File: src/hdl/spec_pkg.sv
// Shared types and constants for the S0 pulse energy counter.
// No dependencies; used by s0_pulse_energy_counter_top.
package spec_pkg;

  // Default width of the internal energy accumulators
  localparam int ENERGY_WIDTH_DEF = 48;

  // Payload field widths
  localparam int MWH_W   = 48;
  localparam int TIME_W  = 32;
  localparam int EPP_W   = 20;
  localparam int PULSE_W = 16;
  localparam int CFG_IDX_W  = 2;
  localparam int CFG_DATA_W = 32;

  // Configuration register indexes
  localparam logic [CFG_IDX_W-1:0] REG_ENERGY_PER_PULSE = 2'd0;
  localparam logic [CFG_IDX_W-1:0] REG_MIN_PULSE        = 2'd1;
  localparam logic [CFG_IDX_W-1:0] REG_MAX_PULSE        = 2'd2;
  localparam logic [CFG_IDX_W-1:0] REG_REPORT_INTERVAL  = 2'd3;

  // Configuration reset values
  localparam logic [EPP_W-1:0]   EPP_RST      = 20'd1000;
  localparam logic [PULSE_W-1:0] MIN_PULSE_RST = 16'd10;
  localparam logic [PULSE_W-1:0] MAX_PULSE_RST = 16'd1000;
  localparam logic [TIME_W-1:0]  INTERVAL_RST  = 32'd60000;

  // Item kinds
  localparam logic KIND_SAMPLE = 1'b0;
  localparam logic KIND_INIT   = 1'b1;

  // Line state codes as reported on the result
  localparam logic [1:0] LS_IDLE    = 2'd0;
  localparam logic [1:0] LS_RISING  = 2'd1;
  localparam logic [1:0] LS_COUNTED = 2'd2;
  localparam logic [1:0] LS_STUCK   = 2'd3;

  // Pulse qualifier state, one-hot
  typedef enum logic [3:0] {
    ST_IDLE    = 4'b0001,
    ST_RISING  = 4'b0010,
    ST_COUNTED = 4'b0100,
    ST_STUCK   = 4'b1000
  } qual_state_t;

  typedef struct packed {
    logic              kind;
    logic              line_level;
    logic [TIME_W-1:0] time_ms;
    logic              link_up;
    logic [MWH_W-1:0]  initial_mwh;
  } in_item_t;

  typedef struct packed {
    logic             report_valid;
    logic [MWH_W-1:0] interval_mwh;
    logic [MWH_W-1:0] total_mwh;
    logic [1:0]       line_state;
    logic             pulse_counted;
    logic             stuck_error;
    logic             total_initialized;
  } out_item_t;

endpackage

File: src/hdl/s0_pulse_energy_counter_top.sv
// Top level of the S0 pulse energy counter: pulse qualifier, energy
// accumulation, periodic reports and configuration registers.
// Depends on spec_pkg.
//
//   channel  direction  handshake              payload
//   in       input      in_valid / in_ready    in_data   (spec_pkg::in_item_t)
//   out      output     out_valid / out_ready  out_data  (spec_pkg::out_item_t)
//   cfg      input      cfg_valid / cfg_ready  cfg_index, cfg_data
//
// One item per cycle while in_ready is high. Each accepted item is evaluated
// in the cycle it is accepted against the state registers; its result is
// written into the output register on accept. The path is 32-bit subtracts
// and compares followed by two saturating adds of ENERGY_WIDTH bits.
// Reset (rst_n low, synchronous) clears state and loads register defaults.
// in_ready stays high while the output register is empty or being drained.
// cfg_ready is always high.
module s0_pulse_energy_counter_top #(
  parameter int ENERGY_WIDTH = spec_pkg::ENERGY_WIDTH_DEF
) (
  input  logic                                 clk,
  input  logic                                 rst_n,
  input  logic                                 in_valid,
  output logic                                 in_ready,
  input  spec_pkg::in_item_t                   in_data,
  output logic                                 out_valid,
  input  logic                                 out_ready,
  output spec_pkg::out_item_t                  out_data,
  input  logic                                 cfg_valid,
  output logic                                 cfg_ready,
  input  logic [spec_pkg::CFG_IDX_W-1:0]       cfg_index,
  input  logic [spec_pkg::CFG_DATA_W-1:0]      cfg_data
);

  localparam int EW = ENERGY_WIDTH;
  // Common width for comparing against the fixed 48-bit payload
  localparam int WW = (EW > spec_pkg::MWH_W) ? EW : spec_pkg::MWH_W;
  localparam logic [EW-1:0] E_MAX = {EW{1'b1}};

  // Configuration registers
  logic [spec_pkg::EPP_W-1:0]   epp_r;
  logic [spec_pkg::PULSE_W-1:0] min_pulse_r;
  logic [spec_pkg::PULSE_W-1:0] max_pulse_r;
  logic [spec_pkg::TIME_W-1:0]  interval_r;

  // Block state
  spec_pkg::qual_state_t        st_r, st_nxt;
  logic [spec_pkg::TIME_W-1:0]  rise_r, rise_nxt;
  logic [spec_pkg::TIME_W-1:0]  last_rpt_r, last_rpt_nxt;
  logic [EW-1:0]                pend_r, pend_nxt;
  logic [EW-1:0]                total_r, total_nxt;
  logic                         initial_seen_r, initial_seen_nxt;

  // Output register
  logic                         out_valid_r;
  spec_pkg::out_item_t          out_data_r, out_data_nxt;

  logic                         in_fire;

  // Combinational scratch
  logic [spec_pkg::TIME_W-1:0]  elapsed;
  logic [spec_pkg::TIME_W-1:0]  since_rpt;
  logic [EW:0]                  pend_sum;
  logic [EW-1:0]                pend_add;
  logic [EW:0]                  total_sum;
  logic [WW-1:0]                init_w;
  logic [EW-1:0]                init_clamped;
  logic [WW-1:0]                interval_w;
  logic [WW-1:0]                total_w;
  logic                         counted;
  logic                         stuck;
  logic                         raised;
  logic                         report;
  logic [1:0]                   ls_code;

  assign cfg_ready = 1'b1;
  assign in_ready  = !out_valid_r || out_ready;
  assign in_fire   = in_valid && in_ready;
  assign out_valid = out_valid_r;
  assign out_data  = out_data_r;

  // Configuration writes
  always_ff @(posedge clk) begin
    if (!rst_n) begin
      epp_r       <= spec_pkg::EPP_RST;
      min_pulse_r <= spec_pkg::MIN_PULSE_RST;
      max_pulse_r <= spec_pkg::MAX_PULSE_RST;
      interval_r  <= spec_pkg::INTERVAL_RST;
    end else if (cfg_valid) begin
      case (cfg_index)
        spec_pkg::REG_ENERGY_PER_PULSE: epp_r <= cfg_data[spec_pkg::EPP_W-1:0];
        spec_pkg::REG_MIN_PULSE:        min_pulse_r <= cfg_data[spec_pkg::PULSE_W-1:0];
        spec_pkg::REG_MAX_PULSE:        max_pulse_r <= cfg_data[spec_pkg::PULSE_W-1:0];
        spec_pkg::REG_REPORT_INTERVAL:  interval_r <= cfg_data;
        default: ;
      endcase
    end
  end

  // Evaluate one item against the current state
  always_comb begin
    st_nxt           = st_r;
    rise_nxt         = rise_r;
    last_rpt_nxt     = last_rpt_r;
    pend_nxt         = pend_r;
    total_nxt        = total_r;
    initial_seen_nxt = initial_seen_r;
    counted          = 1'b0;
    stuck            = 1'b0;
    raised           = 1'b0;
    report           = 1'b0;
    elapsed          = '0;
    since_rpt        = '0;
    pend_sum         = '0;
    pend_add         = pend_r;
    total_sum        = '0;
    init_clamped     = '0;
    init_w           = WW'(in_data.initial_mwh);

    if (in_data.kind == spec_pkg::KIND_INIT) begin
      // Initial reading: clamp to accumulator range, keep the larger total
      initial_seen_nxt = 1'b1;
      init_clamped = (init_w > WW'(E_MAX)) ? E_MAX : init_w[EW-1:0];
      if (init_clamped > total_r) begin
        total_nxt = init_clamped;
        raised    = 1'b1;
      end
    end else begin
      // Qualifier entry: low always idles, a new high records the rise
      if (!in_data.line_level) begin
        st_nxt = spec_pkg::ST_IDLE;
      end else if (st_r == spec_pkg::ST_IDLE) begin
        st_nxt   = spec_pkg::ST_RISING;
        rise_nxt = in_data.time_ms;
      end
      elapsed = in_data.time_ms - rise_nxt;

      // At most one timeout per sample
      pend_sum = {1'b0, pend_r} + (EW + 1)'(epp_r);
      case (st_nxt)
        spec_pkg::ST_RISING: begin
          if (elapsed > spec_pkg::TIME_W'(min_pulse_r)) begin
            st_nxt   = spec_pkg::ST_COUNTED;
            pend_add = pend_sum[EW] ? E_MAX : pend_sum[EW-1:0];
            counted  = 1'b1;
          end
        end
        spec_pkg::ST_COUNTED: begin
          if (elapsed > spec_pkg::TIME_W'(max_pulse_r)) begin
            st_nxt = spec_pkg::ST_STUCK;
            stuck  = 1'b1;
          end
        end
        default: ;
      endcase
      pend_nxt = pend_add;

      // Periodic report folds pending energy into the total
      since_rpt = in_data.time_ms - last_rpt_r;
      total_sum = {1'b0, total_r} + {1'b0, pend_add};
      if (in_data.link_up && initial_seen_r && (since_rpt > interval_r)) begin
        report       = 1'b1;
        last_rpt_nxt = in_data.time_ms;
        total_nxt    = total_sum[EW] ? E_MAX : total_sum[EW-1:0];
        pend_nxt     = '0;
      end
    end

    // Reported line state code
    case (st_nxt)
      spec_pkg::ST_IDLE:    ls_code = spec_pkg::LS_IDLE;
      spec_pkg::ST_RISING:  ls_code = spec_pkg::LS_RISING;
      spec_pkg::ST_COUNTED: ls_code = spec_pkg::LS_COUNTED;
      spec_pkg::ST_STUCK:   ls_code = spec_pkg::LS_STUCK;
      default:              ls_code = spec_pkg::LS_IDLE;
    endcase

    // Without a report the interval field shows the pending energy
    interval_w = WW'(pend_add);
    if (in_data.kind == spec_pkg::KIND_INIT) interval_w = WW'(pend_r);
    total_w = WW'(total_nxt);

    out_data_nxt.report_valid      = report;
    out_data_nxt.interval_mwh      = interval_w[spec_pkg::MWH_W-1:0];
    out_data_nxt.total_mwh         = total_w[spec_pkg::MWH_W-1:0];
    out_data_nxt.line_state        = ls_code;
    out_data_nxt.pulse_counted     = counted;
    out_data_nxt.stuck_error       = stuck;
    out_data_nxt.total_initialized = raised;
  end

  // State update on accept
  always_ff @(posedge clk) begin
    if (!rst_n) begin
      st_r           <= spec_pkg::ST_IDLE;
      rise_r         <= '0;
      last_rpt_r     <= '0;
      pend_r         <= '0;
      total_r        <= '0;
      initial_seen_r <= 1'b0;
    end else if (in_fire) begin
      st_r           <= st_nxt;
      rise_r         <= rise_nxt;
      last_rpt_r     <= last_rpt_nxt;
      pend_r         <= pend_nxt;
      total_r        <= total_nxt;
      initial_seen_r <= initial_seen_nxt;
    end
  end

  // Output register
  always_ff @(posedge clk) begin
    if (!rst_n) begin
      out_valid_r <= 1'b0;
    end else if (in_fire) begin
      out_valid_r <= 1'b1;
    end else if (out_ready) begin
      out_valid_r <= 1'b0;
    end
  end

  always_ff @(posedge clk) begin
    if (in_fire) begin
      out_data_r <= out_data_nxt;
    end
  end

  // Checks
  a_one_event: assert property (@(posedge clk) disable iff (!rst_n)
    out_valid |-> !(out_data.pulse_counted && out_data.stuck_error))
    else $error("pulse counted and stuck flagged on one item");

  a_init_no_report: assert property (@(posedge clk) disable iff (!rst_n)
    (in_fire && in_data.kind == spec_pkg::KIND_INIT) |=>
      (out_valid && !out_data.report_valid && !out_data.pulse_counted))
    else $error("initial reading produced report or pulse");

  a_report_needs_init: assert property (@(posedge clk) disable iff (!rst_n)
    (out_valid && out_data.report_valid) |-> initial_seen_r)
    else $error("report before initial reading");

  a_counted_state: assert property (@(posedge clk) disable iff (!rst_n)
    (out_valid && out_data.pulse_counted) |-> (out_data.line_state == spec_pkg::LS_COUNTED))
    else $error("pulse counted without counted state");

endmodule
File: config.mk
export PLATFORM = sky130hd
export DESIGN_NAME = s0_pulse_energy_counter_top
export DESIGN_NICKNAME = d
export VERILOG_FILES = /design/src/hdl/spec_pkg.sv /design/src/hdl/s0_pulse_energy_counter_top.sv
export SDC_FILE = /design/constraint.sdc
export NUM_CORES = 1
export LEC_CHECK = 0
export BUFFER_PORTS_ARGS = -buffer_cell sky130_fd_sc_hd__buf_2
export CAP_MARGIN = 25
export CORE_MARGIN = 3
export CORE_UTILIZATION = 50
export DETAILED_ROUTE_END_ITERATION = 10
export HOLD_SLACK_MARGIN = 0.15
export PLACE_DENSITY_LB_ADDON = 0.05
export SLEW_MARGIN = 0
export SYNTH_ARGS = -nofsm -noshare
export SYNTH_HDL_FRONTEND = slang
export SYNTH_SLANG_ARGS = --single-unit
File: constraint.sdc
create_clock -name clk -period 26 [get_ports clk]
set_clock_uncertainty 0.15 [all_clocks]
set_input_delay 1.3 -clock clk [delete_from_list [all_inputs] [get_ports clk]]
set_output_delay 1.3 -clock clk [all_outputs]
set_load 0.02 [all_outputs]
-- Word-level counts from Yosys, hierarchy flattened
Index checks and enable logic that the tools add are counted.
Widths: inputs -> output; s select.
- register bits: 352
- input bits: 122
- output and inout port bits: 105
- word-level logic and storage cells: 83
- magnitude comparators: 5
- bitwise logic cells: 3
- equality and inequality tests: 9
- muxes and demuxes: 28
- add/subtract/negate cells: 4
- reduce and logical (&&, ||, !) cells: 16
- operators with widths (kind ; number):
    $mux 48 ; 11
    $mux 32 ; 3
    $gt 32x16->1 ; 2
    $sub 32x32->32 ; 2
    $add 48x20->49 ; 1
    $add 48x48->49 ; 1
    $gt 48x48->1 ; 1
    $gt 48x48->1 const B ; 1
    $gt 32x32->1 ; 1
    $mux 4 ; 6
    $reduce_and 2->1 ; 6
    $eq 4x2->1 const B ; 2
    $eq 4x3->1 const B ; 2
    $pmux 4 s2 ; 1
    $mux 1 ; 6
    $pmux 2 s3 ; 1
    $eq 2x2->1 const B ; 2
    $eq 4x1->1 const B ; 1
    $eq 4x4->1 const B ; 1
    $reduce_or 2->1 ; 2
    $logic_and 1x1->1 ; 3
    $not 1->1 ; 3
    $reduce_and 3->1 ; 1
    $eq 2x1->1 const B ; 1
    4 further kinds ; 4

-- Longest topological paths before layout
Gate-level depths: netlist (run 1).
- depth after elaboration: 13
- mapped depth: 43
- depth with buffers taken out: 37

-- Worst setup path before layout (run 1)
No wires, ideal clock.
- path type: input-to-reg
- start: input port in_data[81] in the netlist's numbering
- end: register out_data_r, in the netlist out_data[19] (data pin)
- cell stages on the path: 39
- setup time: 130 ps
- data required time: 25720 ps
- slack: 16864 ps
- path buffers: 7
- data arrival time: 8856 ps
- cells stage by stage: nor3b_4 nand2_2 buf_6 clkbuf_1 mux2i_1 ha_1 a21oi_1 o21ai_0 a211oi_2 o21ai_0 a21oi_1 xnor2_1 ha_1 a21o_1 a21o_1 a21oi_1 o21ai_0 a21oi_1 [... 3 more ...] clkbuf_1 clkbuf_1 a21oi_1 ha_1 inv_1 fa_1 nor2b_1 o31a_1 o31ai_1 a211o_1 a211o_1 and2_1 o41ai_2 a41oi_1 o211ai_2 clkbuf_1 buf_1 o21a_1
- cells in the longest elaborated chain, start to end: 11
- elaborated cells between the ends (all ways): 14
- classes of those cells: 2 x add/sub; 1 x order compare; 1 x eq/ne; 10 x mux
- ends and longest elaborated chain (what ; line ; text):
    start, declared ; s0_pulse_energy_counter_top.sv:24 ; input spec_pkg::in_item_t in_data,
    $mux 32 ; s0_pulse_energy_counter_top.sv:129 ; if (!in_data.line_level) begin
    $mux 32 ; s0_pulse_energy_counter_top.sv:119 ; if (in_data.kind == spec_pkg::KIND_INIT) begin
    $sub 32x32->32 ; s0_pulse_energy_counter_top.sv:135 ; elapsed = in_data.time_ms - rise_nxt;
    $gt 32x16->1 ; s0_pulse_energy_counter_top.sv:141 ; if (elapsed > spec_pkg::TIME_W'(min_pulse_r)) begin
    $mux 48 ; s0_pulse_energy_counter_top.sv:141 ;
    $mux 48 * ; s0_pulse_energy_counter_top.sv:139 ; case (st_nxt)
    $mux 48 * ; s0_pulse_energy_counter_top.sv:119 ;
    $add 48x48->49 * ; s0_pulse_energy_counter_top.sv:159 ; total_sum = {1'b0, total_r} + {1'b0, pend_add};
    $mux 48 * ; s0_pulse_energy_counter_top.sv:163 ; total_nxt = total_sum[EW] ? E_MAX : total_sum[EW-1:0];
    $mux 48 * ; s0_pulse_energy_counter_top.sv:160 ; if (in_data.link_up && initial_seen_r && (since_rpt > interval_r)) begin
    $mux 48 * ; s0_pulse_energy_counter_top.sv:119 ;
    named net total_nxt[14] ; s0_pulse_energy_counter_top.sv:50 ; logic [EW-1:0] total_r, total_nxt;
    end signal, assigned ; s0_pulse_energy_counter_top.sv:223 ; out_data_r <= out_data_nxt;
    end, declared ; s0_pulse_energy_counter_top.sv:55 ; spec_pkg::out_item_t out_data_r, out_data_nxt;
The timed path passes the listed nets; every way through them passes the cells marked *. The select of a mux whose other input is x is not followed.
A chain may end at the register's enable or synchronous reset.

-- Worst setup path after layout (run 1)
- start: input port in_data[81] in the netlist's numbering
- end: register total_r[30]
- cells in the longest elaborated chain, start to end: 11
- elaborated cells between the ends (all ways): 14
- classes of those cells: 2 x add/sub; 1 x order compare; 1 x eq/ne; 10 x mux
- ends and longest elaborated chain (what ; line ; text):
    $mux 32 ; s0_pulse_energy_counter_top.sv:129 ;
    $mux 32 ; s0_pulse_energy_counter_top.sv:119 ;
    $sub 32x32->32 ; s0_pulse_energy_counter_top.sv:135 ;
    $gt 32x16->1 ; s0_pulse_energy_counter_top.sv:141 ;
    $mux 48 ; s0_pulse_energy_counter_top.sv:141 ;
    $mux 48 * ; s0_pulse_energy_counter_top.sv:139 ;
    $mux 48 * ; s0_pulse_energy_counter_top.sv:119 ;
    $add 48x48->49 * ; s0_pulse_energy_counter_top.sv:159 ;
    $mux 48 * ; s0_pulse_energy_counter_top.sv:163 ;
    $mux 48 * ; s0_pulse_energy_counter_top.sv:160 ;
    $mux 48 * ; s0_pulse_energy_counter_top.sv:119 ;
    end signal, assigned ; s0_pulse_energy_counter_top.sv:205 ; total_r <= total_nxt;
    end, declared ; s0_pulse_energy_counter_top.sv:50 ;
Every way passes the cells marked *; elsewhere a longest branch is shown, timed or not. The select of a mux whose other input is x is not followed.

==> impl_metrics.yaml, run 1 <==
timing:
  fmax_mhz: 97.0
  setup_violations: 0
  slew_headroom_pct: 26.4
  rsz0062_at_grt: "no"
  worst_hold_slack_ps: 313
  post-route-period-util_pct: 39.7
  slew_violations: 0
  tightestPinTransition_ps: 1100
  tns_ps: 0
  post-route-min-period_ps: 10310
  hold_viol: 0
pwr:
  vdd_drop_max_mv: 0.0483
  p_seq_share_pct: 36.5
  p_sw_uw: 524
  p_sw_share_pct: 31.2
  p_leak_nw: 12.0
  power_frac_comb_pct: 24.0
  pwr_density_cell_nw_per_um2: 58.6
  p_clk_share_pct: 39.6
  intPower_mw: 1.16
finish:
  areaGrowthSynthToFinish_pct: 12.0
  final_common_cell: "nand2_1"
  nFillCells: 4756
  drive_gt1_share_pct: 11.6
  multiInputGateArea_um2: 16100
  regArea_um2: 8070
  fin_area_um2: 28600
  finish.utilization_pct: 56.9
  finalNetCount: 3629
  final_cell_mix: "nand2_1, dfxtp_1, ha_1, buf_2, a21oi_1"
status:
  status: "finished, final reports clean"
logic_synthesis:
  synthesis.nets: 3512
  ys_seq_area_share_pct: 31.5
  yosysWarnings: 0
  synth_area_per_cell_um2: 8.13
  synth_edf_count: 102
  ys_types: 99
  synthArstFlopShare_pct: 0
  synth_seq_cells: 352
  synth_cells: 3147
  ys.flop_type: "dfxtp_1"
  syn_area_um2: 25600
worst_hold_path:
  hp-class: "reg2reg"
  hold_depth: 2
  hold_end: "last_rpt_r[9]"
  hp-start: "last_rpt_r[9]"
placement:
  numPortBuffers: 225
  place_hpwl_um: 60800
  gp_congestion: 0.935
  placed_cell_area_um2: 27100
setup_path:
  crit_required_ps: 26350
  max_stage_delay_ps: 690
  startpoint_type: "primary input"
  crit_top_cell: "a21oi_1"
  arrival_ps: 10660
  rr_endpoint: "total_r[30]"
  path_max_fanout: 78
  worstSetupPathType: "in2reg"
  timing.rr.start: "st_r[1]"
  rr_worst_depth: 38
  endpoint_kind: "flop"
  slowest_stage: "buf_4"
  rrSetupSlack_ps: 16060
die:
  num_io_pins: 227
  rows: 82
  initial_core_util_pct: 50.8
  core_um2: 50400
  dieArea_um2: 53900
  dieWidth_um: 232
  die_y_um: 232
grt:
  antenna_found_initial: 2
  grt_max_degree: 114
  grt_pass1_wl_um: 125000
  grt.overflow.total: 0
  track_usage_pct: 29.1
  first_global_vias: 22900
routing:
  drtIter0Drc: 1945
  vias: 23800
  firstDrtPassIters: 6
  routed_wl_um: 80400
  avgRoutedWirePerCell_um: 20.2
  antenna_left: 0
  vias_per_cell: 5.99
  drc: 0
clock_network:
  cts_tree: "built"
  clk_latency_ps: 580
  numCtsBuffers: 43
  clockBufferDepth: 3
  cts_setup_buffers: 0
  clkSinkCount: 352
  cts-root-buf: "clkbuf_16"
  cts_resized: 0
  cts_max_level: 2
  path_clk_slew_ps: 60
  ctsHoldBuffers: 0
job:
  drv_cap: 0
==> routing by layer <==
metal / vias to the layer above / wire (um) / track usage, %
li1: 11600 / - / -
met1: 11300 / 34500 / 36.9
met2: 718 / 39000 / 51.1
met3: 145 / 4140 / 3.42
met4: 2 / 2670 / 9.70
met5: - / 13 / 0
==> through the flow <==
stage	std cells	total power, mW	setup WS (ps)
5_1_grt	3971	1.76	15090
6_report	3972	1.68	15690
2_1_floorplan	3147	0.903	16860
4_1_cts	3969	1.69	15780
3_3_place_gp	3887	1.01	15460
3_5_place_dp	3889	1.02	15210
==> critical path: cells and delay by family <==
kind / cells / cell delay, ps
AO/OA/AOI/OAI: 21 / 4130
buffers and inverters: 5 / 2000
AND/OR/NAND/NOR: 7 / 1370
adder cells (fa/ha/maj): 4 / 1240
multiplexers: 1 / 360
XOR/XNOR: 1 / 140
==> final cells by class <==
cell class / count / share of cell area [%]
antenna: 1 / 0.00873
clock buffer: 54 / 4.07
clock inverter: 26 / 1.33
inverter: 202 / 2.66
multi-input combinational: 2417 / 56.1
sequential: 352 / 28.2
tap: 672 / 2.93
timing repair buffer: 248 / 4.69
==> power by group through the flow <==
stage | combinational, mW | clock (mW) | sequential (mW)
after global placement | 0.391 | 0 | 0.623
final | 0.402 | 0.665 | 0.613
after floorplan | 0.267 | 0 | 0.636
after detailed placement | 0.399 | 0 | 0.624
after global routing | 0.447 | 0.697 | 0.615
after CTS | 0.401 | 0.677 | 0.613
==> registers in the layout, indices dropped and copies added, names as in the netlist, 4 cells and up <==
signal	count
st_r	4
max_pulse_r	16
epp_r	20
out_data	102
pend_r	48
last_rpt_r	32
rise_r	32
total_r	48
min_pulse_r	16
interval_r	32
==> Yosys cell counts, types with 14 or more instances <==
library cell / count / share of area (%)
nor2b_1: 37 / 0.91
xor2_1: 35 / 1.2
and3_1: 24 / 0.59
a21o_1: 95 / 2.8
o211ai_1: 65 / 1.9
a31oi_1: 94 / 2.3
and2_1: 23 / 0.56
nand2b_1: 26 / 0.64
o21a_1: 59 / 1.7
a22o_1: 21 / 0.72
nand4_1: 42 / 1.0
o21bai_1: 15 / 0.44
o21ai_0: 134 / 2.6
o31ai_1: 14 / 0.41
buf_1: 16 / 0.23
mux2i_1: 31 / 1.2
nor2_1: 214 / 3.1
clkbuf_1: 135 / 2.0
xnor2_1: 71 / 2.4
ha_1: 239 / 12
o211a_1: 26 / 1.0
buf_2: 15 / 0.29
a21oi_1: 221 / 4.3
nor3_1: 38 / 0.74
edfxtp_1: 102 / 12
dfxtp_1: 250 / 20
nand3_1: 101 / 2.0
nand2_1: 432 / 6.3
a211oi_1: 22 / 0.65
a21boi_0: 148 / 4.3
inv_1: 201 / 3.0
==> how the worst max path moves through the flow <==
stage	from	to	slack (ps)	cells after the start
3_5_place_dp	in_data[81]	total_r[30]	15210	39
5_1_grt	in_data[81]	total_r[30]	15090	37
2_1_floorplan	in_data[81]	out_data[19]	16860	39
3_3_place_gp	in_data[81]	total_r[30]	15460	39
4_1_cts	in_data[81]	total_r[30]	15780	39
6_report	in_data[81]	total_r[30]	15690	39
==> logic make-up (layout without fill, tap and decap cells) <==
logic type      count (synthesis)  count (layout)  synth area share [%]
compound gates               1021            1021                  27.3
simple gates                 1003            1003                  17.9
buf+inv                       378             530                  5.86
flops                         352             352                  31.5
fa+ha+maj                     244             244                  12.1
xor+xnor                      106             106                  3.63
mux                            42              42                  1.70
other cells                     1               2                0.0147
(Power assumes the default switching activity.)
==> run 2: changes to the inputs <==
==> constraint.sdc (replaced) <==
create_clock -name clk -period 8.5 [get_ports clk]
set_clock_uncertainty 0.15 [all_clocks]
set_input_delay 0.425 -clock clk [delete_from_list [all_inputs] [get_ports clk]]
set_output_delay 0.425 -clock clk [all_outputs]
set_load 0.02 [all_outputs]
==> run 2 against run 1 <==
Compared with the run above:
- die area did not move
- total power rose to 3.0 times the previous value
- clock-buffer cell count rose by 6
- largest power group is now sequential cells
- final area rose by 5.6%
- highest routed layer unchanged
- worst hold slack got worse by 130 ps
- routed wire length rose by 1.5%
- critical path type is now reg2reg
- via count rose by 2.9%
==> impl_metrics.yaml, run 2 (same netlist as run 1, synthesis figures left out) <==
clock_network:
  cts_max_level: 2
  numCtsBuffers: 43
  clk_latency_ps: 600
  clkSinkCount: 352
  cts-root-buf: "clkbuf_16"
  cts_tree: "built"
  path_clk_slew_ps: 60
  clockBufferDepth: 3
routing:
  avgRoutedWirePerCell_um: 19.7
  drc: 0
  vias_per_cell: 5.92
  drtIter0Drc: 1928
  firstDrtPassIters: 7
  vias: 24500
  routed_wl_um: 81600
  antenna_left: 0
finish:
  drive_gt1_share_pct: 13.6
  regArea_um2: 8070
  final_common_cell: "nand2_1"
  areaGrowthSynthToFinish_pct: 18.3
  nFillCells: 4541
  multiInputGateArea_um2: 16300
  finalNetCount: 3793
  stdcell_count: 4136
  final_cell_mix: "nand2_1, dfxtp_1, ha_1, buf_2"
  largest_reg_flops: 102
setup_path:
  path_max_fanout: 29
  startpoint_type: "flop"
  slowest_stage: "dfxtp_2"
  max_stage_delay_ps: 360
  endpoint_kind: "flop"
  worstSetupPathType: "reg2reg"
  crit_required_ps: 8740
  arrival_ps: 8310
timing:
  slew_headroom_pct: 23.7
  worst_hold_slack_ps: 181
  setup_violations: 0
  post-route-period-util_pct: 94.9
  tightestPinTransition_ps: 1120
  post-route-min-period_ps: 8060
  slew_violations: 0
  hold_viol: 0
  fmax_mhz: 124
die:
  initial_core_util_pct: 50.8
  dieWidth_um: 232
  die_y_um: 232
  rows: 82
  dieArea_um2: 53900
  core_um2: 50400
  num_io_pins: 227
grt:
  first_global_vias: 23300
  antenna_found_initial: 2
  grt.overflow.total: 0
  grt_max_degree: 115
  track_usage_pct: 29.3
  grt_pass1_wl_um: 127000
placement:
  dp.cells: 3946
  place_hpwl_um: 61600
  gp_congestion: 0.955
  numPortBuffers: 225
pwr:
  vdd_drop_max_mv: 0.129
  pwr_density_cell_nw_per_um2: 168
  p_leak_nw: 12.7
worst_hold_path:
  hp-class: "in2reg"
job:
  drv_cap: 0
status:
  status: "finished, final reports clean"
[run 2: changes by cell type in the layout (fill, tap and decap cells not counted), moves of 6 or more]
| cell | before | now |
|---|---|---|
| buf_4 | 20 | 81 |
| a21oi_2 | 1 | 11 |
| a21oi_1 | 221 | 211 |
| ha_1 | 239 | 233 |
| buf_12 | 1 | 7 |
| clkbuf_1 | 6 | 16 |
| dlygate4sd3_1 | 0 | 94 |
[run 2: final timing paths]
path	slack, ps	startpoint	endpoint	cells after the start
hold / removal	180	in_data[3]	total_r[3]	5
setup reg to reg	440	st_r[1]	out_data[52]	37
setup / recovery	440	st_r[1]	out_data[52]	37
hold reg to reg	310	last_rpt_r[20]	last_rpt_r[20]	2
[run 2: what timing repair did]
action                     4_1_cts  5_1_grt
gates resized for setup          3       43
hold endpoints to repair       169        0
cloned                           0        2
hold buffers                    94        0
buffers inserted                 2       10
setup endpoints to repair       52       96
pin swaps                        2       12
[run 2: area by class of cell]
type	instances	share of cell area (%)
antenna	1	0.00828
clock buffer	60	3.80
clock inverter	20	0.782
inverter	202	2.52
multi-input combinational	2417	53.7
sequential	352	26.7
tap	672	2.78
timing repair buffer	412	9.67
[run 2: where the power goes]
part           switching (mW)  internal, mW  total (mW)
clock                   0.777          1.08        1.85
sequential             0.0525          1.82        1.87
combinational           0.811         0.555        1.37
[run 2: per-stage QoR]
step	setup TNS (ps)	util (%)	setup slack (ps)	total power, mW	instance area [um^2]
final	0	60.0	435	5.09	30200
after global routing	-21.4	60.0	-13.4	5.34	30200
after CTS	0	59.4	8.57	5.08	29900
after detailed placement	-9020	54.7	-336	3.18	27500
after global placement	-23.8	54.6	-23.8	3.16	27500
after floorplan	0	-	239	2.76	25600
[run 2: metal layers]
layer	wire length, um	GRT usage [%]
met1	34800	37.2
met5	9	0
met3	4360	3.56
met4	3000	10.4
met2	39400	51.2
[run 2: critical path, delay by kind of cell, from the launching register on]
family                   cells  cell delay (ps)
AO/OA/AOI/OAI               18             3660
AND/OR/NAND/NOR              9             1500
XOR/XNOR                     2              330
adder cells (fa/ha/maj)      3              930
buffers and inverters        4              670
multiplexers                 1              250
flip-flops                   1              360
